$ cat src/rtl/qfv_pkg.sv
// Shared constants and types for the quaternion-from-two-vectors pipeline.
`timescale 1ns / 1ps
package qfv_pkg;
	localparam int FRAC_BITS = 14;
	localparam int QUO_W     = FRAC_BITS + 1;
	localparam int ROOT_W    = 32;
	localparam int RAD_W     = 64;
	localparam int REM_W     = 34;
	localparam int NUM_W     = ROOT_W + FRAC_BITS;
	localparam int SQ_STAGES = 32;
	localparam int MAG_W     = 34;
	localparam int NORM_W    = 31;
	localparam int POS_W     = 6;
	localparam int NORM_TOP  = 30;
	localparam int SCALE_TOP = 14;
	localparam logic [19:0] OPP_SCALE = 20'd1000000;
	localparam int USR_OPP = 0;
	localparam int USR_DEG = 1;

	typedef struct packed {
		logic signed [33:0] dot;
		logic signed [32:0] cx;
		logic signed [32:0] cy;
		logic signed [32:0] cz;
		logic signed [15:0] ux;
		logic signed [15:0] uy;
		logic signed [15:0] uz;
		logic               deg;
	} geo_t;

	typedef struct packed {
		logic [3:0] neg;
		logic       opp;
		logic       deg;
	} meta_t;

	typedef struct packed {
		meta_t                   meta;
		logic [3:0][NORM_W-1:0] mag;
	} nrm_t;
endpackage

$ cat src/rtl/qfv_isqrt.sv
// Pipelined integer square root, one root bit per stage.
`timescale 1ns / 1ps
module qfv_isqrt (
	input  logic                       clk,
	input  logic                       en,
	input  logic [qfv_pkg::RAD_W-1:0]  rad,
	output logic [qfv_pkg::ROOT_W-1:0] root
);
	logic [qfv_pkg::SQ_STAGES-1:0][qfv_pkg::REM_W-1:0]  rem_s;
	logic [qfv_pkg::SQ_STAGES-1:0][qfv_pkg::ROOT_W-1:0] root_s;
	logic [qfv_pkg::SQ_STAGES-1:0][qfv_pkg::RAD_W-1:0]  rad_s;

	for (genvar k = 0; k < qfv_pkg::SQ_STAGES; k++) begin : g_st
		logic [qfv_pkg::REM_W-1:0]  pr;
		logic [qfv_pkg::ROOT_W-1:0] pt;
		logic [qfv_pkg::RAD_W-1:0]  px;
		logic [qfv_pkg::REM_W+1:0]  acc;
		logic [qfv_pkg::REM_W+1:0]  trial;
		if (k == 0) begin : g_first
			assign pr = '0;
			assign pt = '0;
			assign px = rad;
		end else begin : g_next
			assign pr = rem_s[k-1];
			assign pt = root_s[k-1];
			assign px = rad_s[k-1];
		end
		assign acc   = {pr, px[qfv_pkg::RAD_W-1 -: 2]};
		assign trial = {2'b00, pt, 2'b01};
		always_ff @(posedge clk) begin
			if (en) begin
				rad_s[k] <= {px[qfv_pkg::RAD_W-3:0], 2'b00};
				if (acc >= trial) begin
					rem_s[k]  <= qfv_pkg::REM_W'(acc - trial);
					root_s[k] <= {pt[qfv_pkg::ROOT_W-2:0], 1'b1};
				end else begin
					rem_s[k]  <= acc[qfv_pkg::REM_W-1:0];
					root_s[k] <= {pt[qfv_pkg::ROOT_W-2:0], 1'b0};
				end
			end
		end
	end

	assign root = root_s[qfv_pkg::SQ_STAGES-1];
endmodule

$ cat config.mk
export PLATFORM = sky130hd
export DESIGN_NAME = qfv_isqrt
export DESIGN_NICKNAME = d
export VERILOG_FILES = /design/src/rtl/qfv_pkg.sv /design/src/rtl/qfv_isqrt.sv
export SDC_FILE = /design/constraint.sdc
export NUM_CORES = 2
export LEC_CHECK = 0
export BUFFER_PORTS_ARGS = -buffer_cell sky130_fd_sc_hd__buf_2
export CAP_MARGIN = 0
export CORE_MARGIN = 8
export CORE_UTILIZATION = 45
export DETAILED_ROUTE_END_ITERATION = 10
export PLACE_DENSITY = 0.59
export SLEW_MARGIN = 30
export SYNTH_ARGS = -nofsm -noshare
export SYNTH_HDL_FRONTEND = slang
export SYNTH_SLANG_ARGS = --single-unit
export TNS_END_PERCENT = 50
$ cat constraint.sdc
create_clock -name clk -period 3.7 [get_ports clk]
set_clock_uncertainty 0.2 [all_clocks]
set_input_delay 0.185 -clock clk [delete_from_list [all_inputs] [get_ports clk]]
set_output_delay 0.185 -clock clk [all_outputs]
set_load 0.005 [all_outputs]
# [Word-level counts from Yosys, hierarchy flattened]
# Cells that the tools add are included.
[totals] ff_bits=2543 mem_bits_rw=0 wordCells=221 output_inout_bits=32 n_memories=0 rom_bits=0 latch_bits=0 in_bits=66
[op_classes] add_sub_neg=31 n_mux=63 n_eq_ne=0 mul=0 n_shift=0 bitwise_logic=0 n_reduce_logical=0 div_mod_pow=0 order_cmp=32
[ops] operator="$mux W34" count=30
[ops] operator="$ge A36 B10 Y1" count=1
[ops] operator="$ge A36 B11 Y1" count=1
[ops] operator="$ge A36 B12 Y1" count=1
[ops] operator="$ge A36 B13 Y1" count=1
[ops] operator="$ge A36 B14 Y1" count=1
[ops] operator="$ge A36 B15 Y1" count=1
[ops] operator="$ge A36 B16 Y1" count=1
[ops] operator="$ge A36 B17 Y1" count=1
[ops] operator="$ge A36 B18 Y1" count=1
[ops] operator="$ge A36 B19 Y1" count=1
[ops] operator="$ge A36 B20 Y1" count=1
[ops] operator="$ge A36 B21 Y1" count=1
[ops] operator="$ge A36 B22 Y1" count=1
[ops] operator="$ge A36 B23 Y1" count=1
[ops] operator="$ge A36 B24 Y1" count=1
[ops] operator="$ge A36 B25 Y1" count=1
[ops] operator="$ge A36 B26 Y1" count=1
[ops] operator="$ge A36 B27 Y1" count=1
[ops] operator="$ge A36 B28 Y1" count=1
[ops] operator="$ge A36 B29 Y1" count=1
[ops] operator="$ge A36 B3 Y1" count=1
[ops] operator="$ge A36 B30 Y1" count=1
[ops] operator="$ge A36 B31 Y1" count=1
[ops] operator="42 further kinds" count=73

# [Logic depth before layout (Yosys ltp)]
[logic_depth] ltp_word=2 depth_mapped=15 ltp_nobuf=13

# [Worst setup path before layout]
# Ideal clock, no wire load.
[synth_path] kind="register to register" from="register rem_s, in the netlist g_st[5].pr[0]" to="register rem_s, in the netlist g_st[6].pr[29] (data pin)" stages_incl_launch_ff=13 n_path_buf=2 t_arrival_ps=3083 synth_period_minus_slack_ps=3555 required_ps=3229 setup_ps=271 setup_slack_ps=145 cell_sequence="edfxtp_1 > ha_1 > nor2b_1 > o21ai_1 > a31oi_1 > nor4b_4 > or4_1 > or4_1 > buf_4 > or3_1 > buf_4 > nor4_1 > xor2_1"
[synth_via] elab_chain_cells=2 word_cells_on_any_way=3 classes_between="1 x add/sub; 1 x order compare; 1 x mux"
[synth_rtl] element="from (decl)" line="qfv_isqrt.sv:9" source="logic [qfv_pkg::SQ_STAGES-1:0][qfv_pkg::REM_W-1:0] rem_s;"
[synth_rtl] element="from (signal, indexed assignment)" line="qfv_isqrt.sv:34" source="rem_s[k] <= qfv_pkg::REM_W'(acc - trial);"
[synth_rtl] element="from (signal, indexed assignment)" line="qfv_isqrt.sv:37" source="rem_s[k] <= acc[qfv_pkg::REM_W-1:0];"
[synth_rtl] element="$sub A34 B7 Y34 / $ge A36 B7 Y1 (equally long branches)" line="qfv_isqrt.sv:34, qfv_isqrt.sv:33"
[synth_rtl] element="$mux W34 (*)" line="qfv_isqrt.sv:33" source="if (acc >= trial) begin"
# Every way passes the cells marked *; elsewhere a longest branch is shown, timed or not.
# A chain may end at the register's enable or synchronous reset.

# [Final worst setup path]
[layout_path] from="register rem_s, in the netlist g_st[16].pr[22]" to="register rem_s, in the netlist g_st[17].pr[1] (data pin)"
[layout_via] elab_chain_cells=2
[layout_rtl] element="$ge A36 B18 Y1" line="qfv_isqrt.sv:33"
[layout_rtl] element="$mux W34" line="qfv_isqrt.sv:33"
# Every way passes these cells.

==> results_dict.tcl <==
set metrics [dict create \
    crit_buf_inv 1 \
    hp-class "flop to flop" \
    drc 0 \
    initial_utilization_pct 45.2 \
    tightest_slew_ns 0.814 \
    area_growth_pct 15.5 \
    synth_warnings 0 \
    crit_arrival_ns 4.06 \
    place_inst 12800 \
    crit_family "simple AND/OR/NAND/NOR gates" \
    dieArea_sq_um 277000 \
    track_usage_pct 17.7 \
    cts_tree "built" \
    wl_met2_microns 126000 \
    layout_min_cycle_time_ns 3.63 \
    io_buffers 97 \
    synth_flop_cell "edfxtp_1" \
    slowest_stage "or4_1" \
    dr.pass1.iters 6 \
    syn_area_sq_um 117000 \
    leakage_nw 52.2 \
    start_kind "flop" \
    synth_seq_cells 2509 \
    fp.coreArea_sq_um 259000 \
    synth_seq_area_share_pct 64.2 \
    status "finished, final reports clean" \
    clkSinkCount 2509 \
    ios 98 \
    top_layer_used "met4" \
    grt_max_degree 109 \
    synthArstFlopShare_pct 0 \
    nNetsFinal 10500 \
    synth-edff-count 2509 \
    crit_fanout 37 \
    peakVddDrop_uv 380 \
    wl_per_cell_microns 18.7 \
    finalSetupViolCount 0 \
    path_clk_slew_ns 0.06 \
    rows 187 \
    routed_wl_microns 253000 \
    finalNonFillerCells 13500 \
    critical_path_class "flop to flop" \
    die_w_microns 527 \
    cts_buffer_depth 4 \
    maxCapViolCount 0 \
    path_common_cell "or4_1" \
    gr-total-overflow 0 \
    place_congestion 0.871 \
    cts_buffers 286 \
    maxSlewHeadroom_pct 44.3 \
    die_y_microns 527 \
    drv_slew 0 \
    critPathMaxStageDelay_ns 0.54 \
    grt_pass1_wl_microns 398000 \
    drive_above_1_share_pct 10.8 \
    ant_nets 0 \
    avgSynthCellArea_sq_um 12.8 \
    cts-root-buf "clkbuf_16" \
    timing.final.crit_share_pct 98.2 \
    viasPerCell 5.35 \
    wirelength_met1_microns 109000 \
    whs_ns 0.186 \
    cp-end-kind "flop" \
    fmax_mhz 275 \
    first_iter_violations 5309 \
    grt_pass1_vias 72000 \
    clk_latency_ns 0.84 \
    required_ns 4.13 \
    htree_levels 5 \
    dp_hpwl_microns 184000 \
    vias 72100 \
    wl_met3_microns 9820 \
    antenna_found_initial 3 \
    synth_cell_types 94 \
    hold_viol 0 \
    synthesis.instances 9142 \
    powerDensity_nw_per_um2 610 \
    crit_chain "or4_1 > or4_1 > or3_1 > a211o_1 > nand2b_1 > a211oi_4 > buf_12 > mux2i_1" \
    grt_setup_unrepaired "yes" \
    syn-num-nets 9773 \
]
==> Yosys cell counts, drive strengths merged (52+ instances only) <==
cell type	n	area, sq um
o21a	95	713
clkbuf	170	638
mux2	69	777
or3	77	482
a21oi	556	2780
xnor2	428	3750
a21o	239	1790
and3	68	425
edfxtp	2509	75300
o21ai	511	2560
a211oi	57	433
or4	57	439
nor2b	61	382
o31ai	52	390
ha	565	7070
nor3	239	1210
xor2	395	3460
o21bai	57	428
nor4	107	669
nand2b	109	682
nand3	155	776
nand4	106	663
inv	740	2780
nand2	646	2420
nor2	547	2050
==> final timing paths <==
kind                     endpoint  slack [ns]  cells past startpoint             from
setup / recovery   g_st[17].pr[1]        0.07                      8  g_st[16].pr[22]
setup reg to reg   g_st[17].pr[1]        0.07                      8  g_st[16].pr[22]
hold / removal    g_st[12].px[57]        0.19                      0  g_st[11].px[55]
hold reg to reg   g_st[12].px[57]        0.19                      0  g_st[11].px[55]
==> power breakdown <==
part / internal, mW / switching, mW / total [mW]
Clock: 15.8 / 11.2 / 27.0
Combinational: 7.47 / 9.91 / 17.4
Sequential: 35.9 / 2.38 / 38.3
Total: 59.1 / 23.5 / 82.6
==> cell families (layout without fill, tap and decap cells) <==
group	after synthesis	after routing	share of synthesized area, %
DFF	2509	2509	64.2
and+or+nand+nor	2365	2365	9.99
AOI/OAI and AO/OA	1873	1873	9.90
buffers and inverters	929	1863	2.99
xor gates and xnor gates	823	823	6.14
adders and majority gates	565	565	6.03
muxes	77	77	0.731
other	1	3	0.00320
==> flip-flops by register name, indices dropped and copies added (netlist names) <==
name and flops:
g_st.pr 989, g_st.pt 496, g_st.px 992, root 32
==> through the flow <==
step | power [mW] | area (sq um) | util [%] | setup TNS, ns | setup slack, ns
after floorplan | 49.6 | 117000 | - | 0 | 0.145
after global placement | 55.7 | 125000 | 48.1 | -0.488 | -0.103
after detailed placement | 55.9 | 125000 | 48.1 | -0.623 | -0.150
after CTS | 83.5 | 135000 | 52.1 | 0 | 0.000557
after global routing | 86.9 | 135000 | 52.2 | -0.0589 | -0.0218
final | 82.6 | 135000 | 52.2 | 0 | 0.0679
==> cell usage in the layout (no fill, tap or decap), types with 33 or more instances in the layout <==
cell type and count:
nand3b_1 33, o21bai_1 56, a31oi_1 44, nand2_1 646, clkbuf_1 53, buf_4 349
inv_1 734, or4_1 53, dlygate4sd3_1 130, a21o_1 238, o21ai_1 46, or3_1 76
clkinv_1 57, nor4_1 102, o31ai_1 48, nor2b_1 61, and3_1 68, buf_12 38
nand2b_1 109, edfxtp_1 2509, xor2_1 395, clkbuf_16 290, nand4_1 106, buf_2 96
clkinv_2 39, o21a_1 95, nor2_1 544, mux2_2 63, xnor2_1 426, a21oi_1 550
o211ai_1 43, ha_1 564, nor3_1 233, nand3_1 153, a211oi_1 46, o21ai_0 464
==> cell type report <==
cell class	instances	area, sq um
diodes	2	5.00
flip-flops and latches	2509	75300
fillers	21900	124000
inverters	742	2790
well taps	3402	4260
multi-input cells	5704	39000
clock buffers	343	7460
repair buffers	616	5200
clock inverters	162	1460
==> per-layer routing <==
metal	up-vias	GRT usage [%]
li1	35300	-
met1	34800	22.9
met2	1482	31.4
met3	459	2.06
met4	0	5.53
met5	-	0
==> timing repair <==
action | in CTS | in global routing
hold buffers | 130 | 0
resized for setup | 11 | 75
setup endpoints to repair | 25 | 250
endpoints found under the hold margin | 292 | 0
buffers inserted | 0 | 3
pin swaps | 0 | 7
Note: power is estimated with default switching activity, not from simulation.
